$ cat config.mk
export PLATFORM = sky130hd
export DESIGN_NAME = windowed_rms_meter
export DESIGN_NICKNAME = d
export VERILOG_FILES = /design/src/hdl/wrm_pkg.sv /design/src/hdl/windowed_rms_meter.sv /design/src/hdl/wrm_ctrl.sv /design/src/hdl/wrm_dp.sv
export SDC_FILE = /design/constraint.sdc
export NUM_CORES = 1
export LEC_CHECK = 0
export ABC_AREA = 0
export ABC_CLOCK_PERIOD_IN_PS = 6640
export BUFFER_PORTS_ARGS = -buffer_cell sky130_fd_sc_hd__buf_2
export CORE_MARGIN = 2
export CORE_UTILIZATION = 55
export DETAILED_ROUTE_END_ITERATION = 12
export GPL_ROUTABILITY_DRIVEN = 0
export PLACE_DENSITY = 0.75
export SYNTH_ARGS = -nofsm -noshare
export SYNTH_HDL_FRONTEND = slang
export SYNTH_SLANG_ARGS = --single-unit
$ cat constraint.sdc
create_clock -name clk -period 6.64 [get_ports clk]
set_input_delay 0.996 -clock clk [delete_from_list [all_inputs] [get_ports clk]]
set_output_delay 0.996 -clock clk [all_outputs]
set_load 0.05 [all_outputs]
$ cat src/hdl/wrm_pkg.sv
package wrm_pkg;

  localparam int unsigned SAMPLE_W   = 16;
  localparam int unsigned MAG_W      = SAMPLE_W + 1;
  localparam int unsigned SQ_W       = 2 * MAG_W;
  localparam int unsigned SUM_W      = 43;
  localparam int unsigned LEN_W      = 13;
  localparam int unsigned RMS_W      = 16;
  localparam int unsigned OUT_DATA_W = 32;

  localparam int unsigned MAX_WINDOW  = 4096;
  localparam int unsigned LEN_RESET   = 1323;

  // one quotient bit per cycle, then one root bit per cycle
  localparam int unsigned DIV_STEPS  = SUM_W;
  localparam int unsigned SQRT_STEPS = RMS_W;
  localparam int unsigned CNT_W      = $clog2(DIV_STEPS);

  // mean square never exceeds 2**30, so the root runs on the low 32 quotient bits
  localparam int unsigned ROOT_IN_W  = 2 * SQRT_STEPS;
  localparam int unsigned SREM_W     = RMS_W + 1;

  typedef struct packed {
    logic capture;
    logic square;
    logic accum;
    logic div_step;
    logic sqrt_step;
    logic emit;
  } cmd_t;

  typedef struct packed {
    logic close;
    logic out_free;
  } status_t;

endpackage

$ cat src/hdl/windowed_rms_meter.sv
// A sample that leaves its window open frees the input once it has passed the capture,
//   square and accumulate states; a closing sample also runs the divide, square-root
//   and output states before its result shows. No new sample is taken until the last
//   is through, and a stalled result still holding the output register delays it more.
// Reset (rst_n low, synchronous): window length to 1323, accumulator and fill
//   count to zero, output empty.
module windowed_rms_meter (
  input  logic                           clk,
  input  logic                           rst_n,
  input  logic                           in_tvalid,
  output logic                           in_tready,
  input  logic [wrm_pkg::SAMPLE_W-1:0]   in_tdata,   // [15:0] sample
  input  logic                           in_tlast,   // end_of_stream
  output logic                           out_tvalid,
  input  logic                           out_tready,
  output logic [wrm_pkg::OUT_DATA_W-1:0] out_tdata,  // [15:0] rms_value, [28:16] window_samples
  input  logic                           cfg_we,
  input  logic [wrm_pkg::LEN_W-1:0]      cfg_wdata   // window_len
);

  wrm_pkg::cmd_t    cmd;
  wrm_pkg::status_t status;

  wrm_ctrl u_ctrl (
    .clk       (clk),
    .rst_n     (rst_n),
    .in_tvalid (in_tvalid),
    .in_tready (in_tready),
    .status    (status),
    .cmd       (cmd)
  );

  wrm_dp u_dp (
    .clk        (clk),
    .rst_n      (rst_n),
    .in_tdata   (in_tdata),
    .in_tlast   (in_tlast),
    .cfg_we     (cfg_we),
    .cfg_wdata  (cfg_wdata),
    .out_tvalid (out_tvalid),
    .out_tready (out_tready),
    .out_tdata  (out_tdata),
    .cmd        (cmd),
    .status     (status)
  );

endmodule

$ cat src/hdl/wrm_ctrl.sv
module wrm_ctrl (
  input  logic             clk,
  input  logic             rst_n,
  input  logic             in_tvalid,
  output logic             in_tready,
  input  wrm_pkg::status_t status,
  output wrm_pkg::cmd_t    cmd
);

  localparam logic [2:0] ST_IDLE = 3'd0;
  localparam logic [2:0] ST_SQ   = 3'd1;
  localparam logic [2:0] ST_ACC  = 3'd2;
  localparam logic [2:0] ST_DIV  = 3'd3;
  localparam logic [2:0] ST_SQRT = 3'd4;
  localparam logic [2:0] ST_OUT  = 3'd5;

  logic [2:0]                  state_r, state_nxt;
  logic [wrm_pkg::CNT_W-1:0]   cnt_r, cnt_nxt;

  always_comb begin
    state_nxt = state_r;
    cnt_nxt   = cnt_r;
    cmd       = '0;
    unique case (state_r)
      ST_IDLE: begin
        if (in_tvalid) begin
          cmd.capture = 1'b1;
          state_nxt   = ST_SQ;
        end
      end
      ST_SQ: begin
        cmd.square = 1'b1;
        state_nxt  = ST_ACC;
      end
      ST_ACC: begin
        cmd.accum = 1'b1;
        if (status.close) begin
          cnt_nxt   = wrm_pkg::CNT_W'(wrm_pkg::DIV_STEPS - 1);
          state_nxt = ST_DIV;
        end else begin
          state_nxt = ST_IDLE;
        end
      end
      ST_DIV: begin
        cmd.div_step = 1'b1;
        if (cnt_r == '0) begin
          cnt_nxt   = wrm_pkg::CNT_W'(wrm_pkg::SQRT_STEPS - 1);
          state_nxt = ST_SQRT;
        end else begin
          cnt_nxt = cnt_r - 1'b1;
        end
      end
      ST_SQRT: begin
        cmd.sqrt_step = 1'b1;
        if (cnt_r == '0) begin
          state_nxt = ST_OUT;
        end else begin
          cnt_nxt = cnt_r - 1'b1;
        end
      end
      ST_OUT: begin
        // hold the result until the output register frees up
        if (status.out_free) begin
          cmd.emit  = 1'b1;
          state_nxt = ST_IDLE;
        end
      end
      default: begin
        state_nxt = ST_IDLE;
      end
    endcase
  end

  assign in_tready = (state_r == ST_IDLE);

  always_ff @(posedge clk) begin
    if (!rst_n) begin
      state_r <= ST_IDLE;
      cnt_r   <= '0;
    end else begin
      state_r <= state_nxt;
      cnt_r   <= cnt_nxt;
    end
  end

endmodule

$ cat src/hdl/wrm_dp.sv
module wrm_dp (
  input  logic                             clk,
  input  logic                             rst_n,
  input  logic [wrm_pkg::SAMPLE_W-1:0]     in_tdata,
  input  logic                             in_tlast,
  input  logic                             cfg_we,
  input  logic [wrm_pkg::LEN_W-1:0]        cfg_wdata,
  output logic                             out_tvalid,
  input  logic                             out_tready,
  output logic [wrm_pkg::OUT_DATA_W-1:0]   out_tdata,
  input  wrm_pkg::cmd_t                    cmd,
  output wrm_pkg::status_t                 status
);

  localparam int unsigned CMP_W = (wrm_pkg::LEN_W > $clog2(wrm_pkg::MAX_WINDOW + 1)) ?
                                  wrm_pkg::LEN_W : $clog2(wrm_pkg::MAX_WINDOW + 1);

  logic [wrm_pkg::LEN_W-1:0]      len_r;
  logic [wrm_pkg::LEN_W-1:0]      eff_len;
  logic [wrm_pkg::MAG_W-1:0]      mag_r;
  logic                           last_r;
  logic [wrm_pkg::SQ_W-1:0]       sq_r;
  logic [wrm_pkg::SUM_W-1:0]      sum_r, sum_nxt;
  logic [wrm_pkg::LEN_W-1:0]      fill_r, fill_nxt;
  logic                           close;

  logic [wrm_pkg::SUM_W-1:0]      quo_r;
  logic [wrm_pkg::LEN_W-1:0]      divisor_r;
  logic [wrm_pkg::LEN_W-1:0]      drem_r;
  logic [wrm_pkg::LEN_W:0]        drem_t;
  logic                           dge;

  logic [wrm_pkg::SREM_W-1:0]     srem_r;
  logic [wrm_pkg::RMS_W-1:0]      root_r;
  logic [wrm_pkg::SREM_W+1:0]     srem_t;
  logic [wrm_pkg::SREM_W+1:0]     strial;
  logic                           sge;

  logic                           out_tvalid_r;
  logic [wrm_pkg::RMS_W-1:0]      rms_r;
  logic [wrm_pkg::LEN_W-1:0]      samples_r;

  // window length: zero acts as one, oversize saturates
  always_comb begin
    priority if (len_r == '0) begin
      eff_len = wrm_pkg::LEN_W'(1);
    end else if (CMP_W'(len_r) > CMP_W'(wrm_pkg::MAX_WINDOW)) begin
      eff_len = wrm_pkg::LEN_W'(wrm_pkg::MAX_WINDOW);
    end else begin
      eff_len = len_r;
    end
  end

  assign sum_nxt  = sum_r + wrm_pkg::SUM_W'(sq_r);
  assign fill_nxt = fill_r + 1'b1;
  assign close    = last_r || (fill_nxt >= eff_len);

  // restoring divide, one quotient bit per step
  assign drem_t = {drem_r, quo_r[wrm_pkg::SUM_W-1]};
  assign dge    = drem_t >= {1'b0, divisor_r};

  // digit-by-digit square root on two operand bits per step
  assign srem_t = {srem_r, quo_r[wrm_pkg::ROOT_IN_W-1 -: 2]};
  assign strial = {1'b0, root_r, 2'b01};
  assign sge    = srem_t >= strial;

  assign status.close    = close;
  assign status.out_free = !out_tvalid_r || out_tready;

  always_ff @(posedge clk) begin
    if (!rst_n) begin
      len_r  <= wrm_pkg::LEN_W'(wrm_pkg::LEN_RESET);
      sum_r  <= '0;
      fill_r <= '0;
    end else begin
      if (cfg_we) begin
        len_r <= cfg_wdata;
      end
      if (cmd.accum) begin
        if (close) begin
          sum_r  <= '0;
          fill_r <= '0;
        end else begin
          sum_r  <= sum_nxt;
          fill_r <= fill_nxt;
        end
      end
    end
  end

  always_ff @(posedge clk) begin
    if (cmd.capture) begin
      mag_r  <= in_tdata[wrm_pkg::SAMPLE_W-1]
                ? wrm_pkg::MAG_W'(0) - {in_tdata[wrm_pkg::SAMPLE_W-1], in_tdata}
                : {1'b0, in_tdata};
      last_r <= in_tlast;
    end
    if (cmd.square) begin
      sq_r <= {{wrm_pkg::MAG_W{1'b0}}, mag_r} * {{wrm_pkg::MAG_W{1'b0}}, mag_r};
    end
    if (cmd.accum && close) begin
      quo_r     <= sum_nxt;
      divisor_r <= fill_nxt;
      drem_r    <= '0;
      srem_r    <= '0;
      root_r    <= '0;
    end
    if (cmd.div_step) begin
      drem_r <= dge ? wrm_pkg::LEN_W'(drem_t - {1'b0, divisor_r})
                    : wrm_pkg::LEN_W'(drem_t);
      quo_r  <= {quo_r[wrm_pkg::SUM_W-2:0], dge};
    end
    if (cmd.sqrt_step) begin
      srem_r <= sge ? wrm_pkg::SREM_W'(srem_t - strial) : wrm_pkg::SREM_W'(srem_t);
      root_r <= {root_r[wrm_pkg::RMS_W-2:0], sge};
      quo_r  <= {quo_r[wrm_pkg::SUM_W-3:0], 2'b00};
    end
    if (cmd.emit) begin
      rms_r     <= root_r;
      samples_r <= divisor_r;
    end
  end

  always_ff @(posedge clk) begin
    if (!rst_n) begin
      out_tvalid_r <= 1'b0;
    end else if (cmd.emit) begin
      out_tvalid_r <= 1'b1;
    end else if (out_tready) begin
      out_tvalid_r <= 1'b0;
    end
  end

  assign out_tvalid = out_tvalid_r;
  assign out_tdata  = {{(wrm_pkg::OUT_DATA_W - wrm_pkg::LEN_W - wrm_pkg::RMS_W){1'b0}},
                       samples_r, rms_r};

  a_fill_clears: assert property (@(posedge clk) disable iff (!rst_n)
    cmd.accum && close |=> fill_r == '0 && sum_r == '0)
    else $error("accumulator not cleared after window close");

  a_div_nonzero: assert property (@(posedge clk) disable iff (!rst_n)
    cmd.div_step |-> divisor_r != '0)
    else $error("divide started with zero sample count");

  a_out_count: assert property (@(posedge clk) disable iff (!rst_n)
    out_tvalid_r |-> samples_r != '0)
    else $error("result carries zero window samples");

  a_rms_bound: assert property (@(posedge clk) disable iff (!rst_n)
    out_tvalid_r |-> rms_r <= wrm_pkg::RMS_W'(32768))
    else $error("rms value above full scale");

endmodule
==> run metrics, run 1 <==
first-pass GRT wire length 81.6 mm; cts bufs inserted 30; DR DRC count 0; actual slew at the worst max-slew pin 1.09 ns; Area Overhead vs Synth 9.55%; Initial Utilization 0.554; Post-Syn Instances 2,363; drt first-iter violations 1,003; WP data required 6.94 ns; count of final max-slew check failures 0; crit path launch u_dp.mag_r[5]; Syn Area/Cell 9.50 um2; TritonCTS clock tree built; cell taking the most area after synthesis edfxtp_1; core area 40,600 um2; drt first pass iters 5; Mapped Area 22,500 um2; Critical Path AT 6.70 ns; vias in the first global route 16,834; Unique masters post-synth 79; Hold WS 0.451 ns; CP Launch Type flop; Tmin final 6.40 ns; most instantiated cells after synthesis 343 x inv_1, 253 x nand2_1, 194 x fa_1; Sum Neg Setup Slack 0 ns; min-delay worst type reg2reg; ant diodes 0; share of layout cells above drive strength 1 0.0820; Die Wd 206 um; Die Ht 206 um; drt wl/cell 17.1 um; CTS Buffer Depth 3; Post-Place Cells 2,906; post-synth top area share 0.241; # fillers 3,329; hold_buf cts 0; clock-pin slew on the worst setup and hold paths 0.06 ns; DP Wirelength 39.6 mm; Root Buffer clkbuf_16; nets@finish 2,834; initial antenna violation count 0; most numerous cell in the Yosys netlist inv_1; Crit Path Class reg2reg; clk_skew 0.0176 ns; # port buffers 65; R2R Path Start u_dp.mag_r[5]; Main synth FF type edfxtp_1; Async SR Flop Fraction 0; drt total wl 50.9 mm; via count 16,796; Hold Fails Final Rpt 0; worst-path fanout max 7; sequential element share of the synthesized area 0.313; TritonCTS sink count 261; Layout Cell Area excl Fill 24,600 um2; #FFs+latches synth 261; status complete, no violations; yosys warns 0; number of synthesized flops with an enable pin 180; largest net degree at the start of global routing 81; Worst-Skew Late Latency 0.57 ns; vias per inst 5.65; die area 42,500 um2; # IOs 69; Total GRT Usage 0.237; Hold Crit Start u_dp.root_r[7]; final cell count without fillers 2,972; Synth area leaders edfxtp_1 24%, fa_1 17%, ha_1 11%; final setup fails 0; total gr overflow 0; Post-DRT Antenna Nets 0; Max-Cap Viols 0; Placed Area 23,400 um2; row count 74; Worst Setup End Kind flop; worst rel slew slack 0.275; Max Clock Freq 156 MHz; Final Cycle Share 0.964; H-tree depth 1
==> stage by stage <==
| step | util | setup slack (ns) |
|---|---|---|
| after floorplan | - | 0.315 |
| after global placement | 0.577 | 0.182 |
| after detailed placement | 0.577 | 0.0566 |
| after CTS | 0.604 | 0.0710 |
| after global routing | 0.606 | -0.0229 |
| final | 0.606 | 0.241 |
==> flip-flops by register name, indices dropped and copies added, names as in the netlist <==
name and flops:
u_dp.sq_r 33, u_dp.srem_r 17, u_dp.rms_r 16, u_dp.len_r 13, u_dp.last_r 1, u_dp.quo_r 43, u_dp.samples_r 13, u_dp.mag_r 17
u_dp.fill_r 13, u_dp.out_tvalid 1, u_dp.sum_r 43, u_dp.root_r 16, u_ctrl.state_r 3, u_ctrl.cnt_r 6, u_dp.divisor_r 13, u_dp.drem_r 13
==> cell families after synthesis <==
group,count (synthesis),share of synthesized area
XOR/XNOR,126,0.0492
other,1,0.000167
AO/OA/AOI/OAI,458,0.131
buffers and inverters,440,0.0745
adder cells (fa/ha/maj),383,0.278
AND/OR/NAND/NOR,658,0.138
multiplexers,36,0.0161
flip-flops,261,0.313
==> metal layers <==
layer  global-route usage  vias up  share of wire
met3               0.0230      117          0.048
met5                    0        -              0
met1                0.287     8137           0.41
met4               0.0906        0          0.037
li1                     -     8029              -
met2                0.435      513           0.51
==> cell type report <==
cell class / instances / area (um2) / share of cell area
multi-input cells: 1665 / 13800 / 0.561
flip-flops and latches: 261 / 7030 / 0.286
inverters: 344 / 1290 / 0.0525
clock buffers: 35 / 811 / 0.0330
repair buffers: 114 / 706 / 0.0287
well taps: 532 / 666 / 0.0271
clock inverters: 21 / 297 / 0.0121
==> worst max-delay path: stages (launching register included) <==
cell	delay [ns]
edfxtp_1	0.50
buf_4	0.19
and2_1	0.17
fa_1	0.51
inv_1	0.05
fa_1	0.50
fa_1	0.51
inv_1	0.05
fa_1	0.46
fa_1	0.54
inv_1	0.05
fa_1	0.52
inv_1	0.04
ha_1	0.39
and4_1	0.27
nand3_1	0.11
a31o_2	0.29
a311oi_2	0.30
a311oi_1	0.18
nor2b_1	0.18
o21ai_0	0.21
xor2_1	0.10
==> placed cells by master, fill, tap and decap left out, drive strengths merged, types with 12 or more instances in the layout <==
master,instances
inv,346
nand2,254
fa,194
ha,189
edfxtp,180
nor2,147
a21oi,134
buf,114
o21ai,93
xnor2,91
dfxtp,81
and2,66
nand3,51
a21o,41
xor2,35
mux2i,35
clkbuf,35
nor2b,34
a31oi,26
a21boi,22
nor3,20
o22ai,19
a22oi,18
o21bai,17
nand4,14
and3,14
a211oi,13
o21a,12
or3,12
==> path summary, 6_finish.rpt <==
kind / slack (ns) / to / cells after the start
setup / recovery: 0.24 / u_dp.sq_r[32] / 21
hold / removal: 0.45 / u_dp.rms_r[7] / 0
setup reg to reg: 0.24 / u_dp.sq_r[32] / 21
hold reg to reg: 0.45 / u_dp.rms_r[7] / 0
==> timing repair <==
item / in CTS / in global routing
gates resized for setup: 0 / 4
setup buffers: 0 / 10
endpoints found under the setup margin: 0 / 5
Power of run 1 is not shown: default switching activity piles up to over one toggle a cycle in this logic, so the estimate is an artifact.
==> inputs of run 2 (changes only) <==
--- a/config.mk
+++ b/config.mk
@@ -9,10 +9,11 @@
 export ABC_CLOCK_PERIOD_IN_PS = 6640
 export BUFFER_PORTS_ARGS = -buffer_cell sky130_fd_sc_hd__buf_2
 export CORE_MARGIN = 2
-export CORE_UTILIZATION = 55
+export CORE_UTILIZATION = 58
+export CTS_CLUSTER_DIAMETER = 60
 export DETAILED_ROUTE_END_ITERATION = 12
 export GPL_ROUTABILITY_DRIVEN = 0
-export PLACE_DENSITY = 0.75
+export PLACE_DENSITY = 0.78
 export SYNTH_ARGS = -nofsm -noshare
 export SYNTH_HDL_FRONTEND = slang
 export SYNTH_SLANG_ARGS = --single-unit
==> run 2 against run 1 <==
Flip-flop and latch count stayed put. Sequential share of layout area hardly changed. Global-route usage hardly changed. Wire length is 6.2% lower. Count of clock-buffer cells in the layout is 3 higher. Clock skew is 0.0019 ns higher. Utilization is 3.3 points higher. Via count is 0.52% lower. Worst setup slack worse by 0.044 ns. Die area is 5.1% lower. Register-to-register slack worse by 0.04 ns. Highest routed layer unchanged.
==> run metrics, run 2 (same netlist as run 1, synthesis figures left out) <==
# fillers 3,018; worst rel slew slack 0.284; Max Clock Freq 155 MHz; Total GRT Usage 0.237; Crit Path Class reg2reg; Post-Place Cells 2,888; cts bufs inserted 30; clk_skew 0.0195 ns; final setup fails 0; first-pass GRT wire length 80.1 mm; H-tree depth 1; largest net degree at the start of global routing 74; vias per inst 5.64; Initial Utilization 0.584; vias in the first global route 17,008; core area 38,500 um2; final cell count without fillers 2,961; ant diodes 0; CTS Buffer Depth 3; drt first-iter violations 1,098; TritonCTS clock tree built; row count 72; Worst-Skew Late Latency 0.59 ns; status complete, no violations; Tmin final 6.44 ns; nets@finish 2,837; Reg2Reg Depth 19; drt total wl 47.7 mm; total gr overflow 0; Root Buffer clkbuf_16; WP data required 6.97 ns; Final Cycle Share 0.970; # IOs 69; hold path depth 0; actual slew at the worst max-slew pin 1.07 ns; drt first pass iters 5; min-delay worst type reg2reg; count of final max-slew check failures 0; drt wl/cell 16.1 um; DP Wirelength 36.3 mm; commonest cells after routing, fill and taps aside 342 x inv_1, 253 x nand2_1, 194 x fa_1; clock-pin slew on the worst setup and hold paths 0.06 ns; Worst Setup End Kind flop; Critical Path AT 6.77 ns; # port buffers 65; Die Ht 201 um; CP Launch Type flop; DR DRC count 0; worst-path fanout max 8; Area Overhead vs Synth 9.61%; Post-DRT Antenna Nets 0; Die Wd 201 um; share of layout cells above drive strength 1 0.0835; biggest regs u_dp.quo_r: 43 flops, u_dp.sum_r: 43 flops, u_dp.sq_r: 33 flops; most common cell after layout, fill and taps aside inv_1; hold_buf cts 0; Hold Fails Final Rpt 0; TritonCTS sink count 261; R2R setup slack 0.20 ns; Max-Cap Viols 0; die area 40,300 um2; via count 16,709; initial antenna violation count 0
[run 2: cell count changes in the layout (fill, tap and decap cells not counted), moves of 2 or more]
cell	before	now
buf_6	0	2
clkinv_4	1	4
clkinvlp_4	2	0
buf_4	48	50
clkinv_2	5	0
clkbuf_1	2	6
bufinv_16	7	5
[run 2: timing repair]
item,in CTS,in global routing
endpoints found under the setup margin,0,9
resized for setup,0,14
setup buffers,0,17
[run 2: worst max-delay path: stages (launching register included)]
cell and delay [ns]:
edfxtp_1 0.52, and2_1 0.26, fa_1 0.49, fa_1 0.52, fa_1 0.52, fa_1 0.52, fa_1 0.55, inv_1 0.06
fa_1 0.53, inv_1 0.04, ha_1 0.35, a21o_1 0.19, a21o_1 0.21, a2111oi_4 0.36, o2111ai_2 0.22, a31o_1 0.25
a21o_1 0.19, a21oi_1 0.15, o21bai_1 0.09, xor2_1 0.14
[run 2: worst paths after layout]
kind	start	end
max	u_dp.mag_r[15]	u_dp.sq_r[31]
min	u_dp.divisor_r[9]	u_dp.samples_r[9]
max reg2reg	u_dp.mag_r[15]	u_dp.sq_r[31]
min reg2reg	u_dp.divisor_r[9]	u_dp.samples_r[9]
[run 2: cell type report]
class / count / area [um2] / area share
Clock buffer: 38 / 801 / 0.0325
Timing Repair Buffer: 117 / 723 / 0.0294
Clock inverter: 18 / 270 / 0.0110
Tap cell: 518 / 648 / 0.0263
Sequential cell: 261 / 7030 / 0.286
Multi-Input combinational cell: 1665 / 13800 / 0.563
Inverter: 344 / 1290 / 0.0525
[run 2: stage by stage]
step,worst slack (ns),cell area [um2],setup TNS (ns),hold WS (ns),util
final,0.198,24600,0,0.448,0.640
after global routing,-0.0144,24600,-0.0144,0.458,0.640
after CTS,0.00887,24400,0,0.449,0.634
after detailed placement,0.0191,23300,0,0.435,0.607
after global placement,0.214,23300,0,0.433,0.607
after floorplan,0.315,22500,0,0.426,-
[run 2: metal layers]
metal	global-route usage	share of wire
met1	0.298	0.43
met2	0.427	0.50
met3	0.0282	0.046
met4	0.0780	0.030
met5	0	0
Power of run 2 is left out for the same reason.
==> inputs of run 3 (changes only) <==
--- a/config.mk
+++ b/config.mk
@@ -8,7 +8,7 @@
 export ABC_AREA = 0
 export ABC_CLOCK_PERIOD_IN_PS = 6640
 export BUFFER_PORTS_ARGS = -buffer_cell sky130_fd_sc_hd__buf_2
-export CORE_MARGIN = 2
+export CORE_MARGIN = 1
 export CORE_UTILIZATION = 58
 export CTS_CLUSTER_DIAMETER = 60
 export DETAILED_ROUTE_END_ITERATION = 12
@@ -16,4 +16,5 @@
 export PLACE_DENSITY = 0.78
 export SYNTH_ARGS = -nofsm -noshare
 export SYNTH_HDL_FRONTEND = slang
+export SYNTH_HIERARCHICAL = 1
 export SYNTH_SLANG_ARGS = --single-unit
==> run 3 against run 2 <==
Final area grew 2.0%. First-iteration DRC count grew 28%. Non-clock buffer count grew 1. Wire length grew 13%. Global-route usage grew 3.0 points. Clock skew shrank 0.0057 ns.
==> run metrics, run 3 <==
clk_skew 0.0138 ns; Max-Cap Viols 0; Synth Area in Compound Gates 0.141; DP Wirelength 40.8 mm; Top delay family on crit path adder cells; Max stage delay on crit path 0.57 ns; Initial Utilization 0.592; row count 72; post-synth top area share 0.235; TritonCTS sink count 261; Hold Fails Final Rpt 0; Async SR Flop Fraction 0; number of synthesized flops with an enable pin 180; Placed Area 23,800 um2; # IOs 69; worst-path fanout max 9; Met1 Routed Length 21.9 mm; min-delay worst type reg2reg; via count 17,823; wire length on met3 3.12 mm; first-pass GRT wire length 89.1 mm; most instantiated cells after synthesis 361 x inv_1, 248 x nand2_1, 193 x fa_1; Adder-Cell Fraction of Synth Area 0.269; Mapped Area 23,000 um2; drt wl/cell 17.8 um; # fillers 3,073; final setup fails 0; dpl ws 0.181 ns; count of final max-slew check failures 0; biggest regs u_dp/quo_r: 43 flops, u_dp/sum_r: 43 flops, u_dp/sq_r: 33 flops; drt first pass iters 5; Worst Setup End Kind flop; cell taking the most area after synthesis edfxtp_1; Unique masters post-synth 99; TritonCTS clock tree built; Die Wd 201 um; Synth area leaders edfxtp_1 23%, fa_1 17%, ha_1 10%; yosys warns 6; mux cell area share after synthesis 0.0211; initial antenna violation count 0; register area 7030 um2; Die Ht 201 um; Max Clock Freq 158 MHz; core area 38,900 um2; vias in the first global route 18,116; CP Launch Type flop; XOR/XNOR share of the synthesized area 0.0422; Synth Area in Simple Gates 0.142; DR DRC count 0; Top Layer Used met4; met2 routed WL 26.8 mm; Total GRT Usage 0.267; R2R setup slack 0.31 ns; commonest cells after routing, fill and taps aside 361 x inv_1, 248 x nand2_1, 193 x fa_1; CP max stage cell edfxtp_1; vias per inst 5.90; final setup margin 0.312 ns; hold_buf cts 0; Root Buffer clkbuf_16; CTS Buffer Depth 3; most numerous cell in the Yosys netlist inv_1; ant diodes 0; Worst-Skew Late Latency 0.59 ns; nets@finish 2,891; drt total wl 53.8 mm; Syn Area/Cell 9.50 um2; largest net degree at the start of global routing 45; Final Cycle Share 0.953; most common cell after layout, fill and taps aside inv_1; # port buffers 65; status complete, no violations; die area 40,500 um2; Layout Cell Area excl Fill 25,100 um2; sequential element share of the synthesized area 0.305; Buf+Inv Stages, Crit Path 6; Tmin final 6.33 ns; worst rel slew slack 0.235; cts bufs inserted 30; CP cell instances buf_4 > buf_4 > fa_1 > inv_1 > fa_1 > inv_1 > ha_1 > ha_1 > fa_1 > inv_1 > fa_1 > inv_1 > ha_1 > or3_1 > o21a_1 > o211ai_1 > a21oi_1 > o31ai_1 > mux2i_1 > nand2_1; total gr overflow 0; Post-DRT Antenna Nets 0; WP data required 6.95 ns; multi-input logic area 14,200 um2; clock-pin slew on the worst setup and hold paths 0.06 ns; drt first-iter violations 1,400; share of layout cells above drive strength 1 0.0832; actual slew at the worst max-slew pin 1.13 ns; Area Overhead vs Synth 8.91%; Critical Path AT 6.64 ns; Main synth FF type edfxtp_1; Crit Path Class reg2reg; #FFs+latches synth 261; H-tree depth 1; largest family of logic cells by synthesized area adder cells; Post-Syn Instances 2,426
run 3: changes by cell type in the layout (fill, tap and decap cells not counted), sizes merged, moves of 13 or more:
| cell | previous run | this run |
|---|---|---|
| o31ai | 9 | 22 |
| nor2b | 34 | 13 |
| nor3 | 20 | 44 |
| nor2 | 147 | 123 |
| inv | 346 | 364 |
| o211ai | 8 | 25 |
| a21boi | 22 | 4 |
| nand3 | 51 | 68 |
run 3: per-layer routing:
layer / GRT usage / up-vias
met2: 0.471 / 653
met3: 0.0339 / 135
met1: 0.338 / 8648
met4: 0.0925 / 0
li1: - / 8387
met5: 0 / -
run 3: kinds of logic after synthesis:
kind of cell / after synthesis
AOI/OAI and AO/OA: 482
buffers and inverters: 467
muxes: 48
other: 1
xor gates and xnor gates: 111
adders and majority gates: 379
and+or+nand+nor: 677
DFF: 261
run 3: path summary, 6_finish.rpt:
| kind | start | to | cells after the start |
|---|---|---|---|
| max | u_dp/mag_r[5] | u_dp/sq_r[30] | 20 |
| min | u_dp/divisor_r[8] | u_dp/samples_r[8] | 0 |
| max reg2reg | u_dp/mag_r[5] | u_dp/sq_r[30] | 20 |
| min reg2reg | u_dp/divisor_r[8] | u_dp/samples_r[8] | 0 |
run 3: cell type report:
class	count	area share
Multi-Input combinational cell	1701	0.566
Inverter	365	0.0546
Timing Repair Buffer	118	0.0288
Clock inverter	22	0.0127
Tap cell	518	0.0258
Clock buffer	34	0.0322
Sequential cell	261	0.280
run 3: through the flow:
| step | instances | hold slack, ns | util | setup TNS (ns) |
|---|---|---|---|---|
| 6_report | 3019 | 0.449 | 0.645 | 0 |
| 5_1_grt | 3019 | 0.464 | 0.645 | -0.00883 |
| 4_1_cts | 2995 | 0.450 | 0.640 | 0 |
| 3_5_place_dp | 2939 | 0.435 | 0.611 | 0 |
| 3_3_place_gp | 2939 | 0.436 | 0.611 | 0 |
| 2_1_floorplan | 2429 | 0.426 | - | 0 |
run 3: timing repair:
item,in CTS,in global routing
buffers inserted,0,24
resized for setup,0,2
setup endpoints to repair,0,10
run 3: worst reg2reg max path, delay by kind of cell (launching register included):
| kind | cells | cell delay (ns) |
|---|---|---|
| flops | 1 | 0.57 |
| fa+ha+maj | 7 | 2.98 |
| compound gates | 4 | 1.11 |
| buf+inv | 6 | 0.60 |
| simple gates | 2 | 0.53 |
| mux | 1 | 0.27 |
Power of run 3 is left out for the same reason.
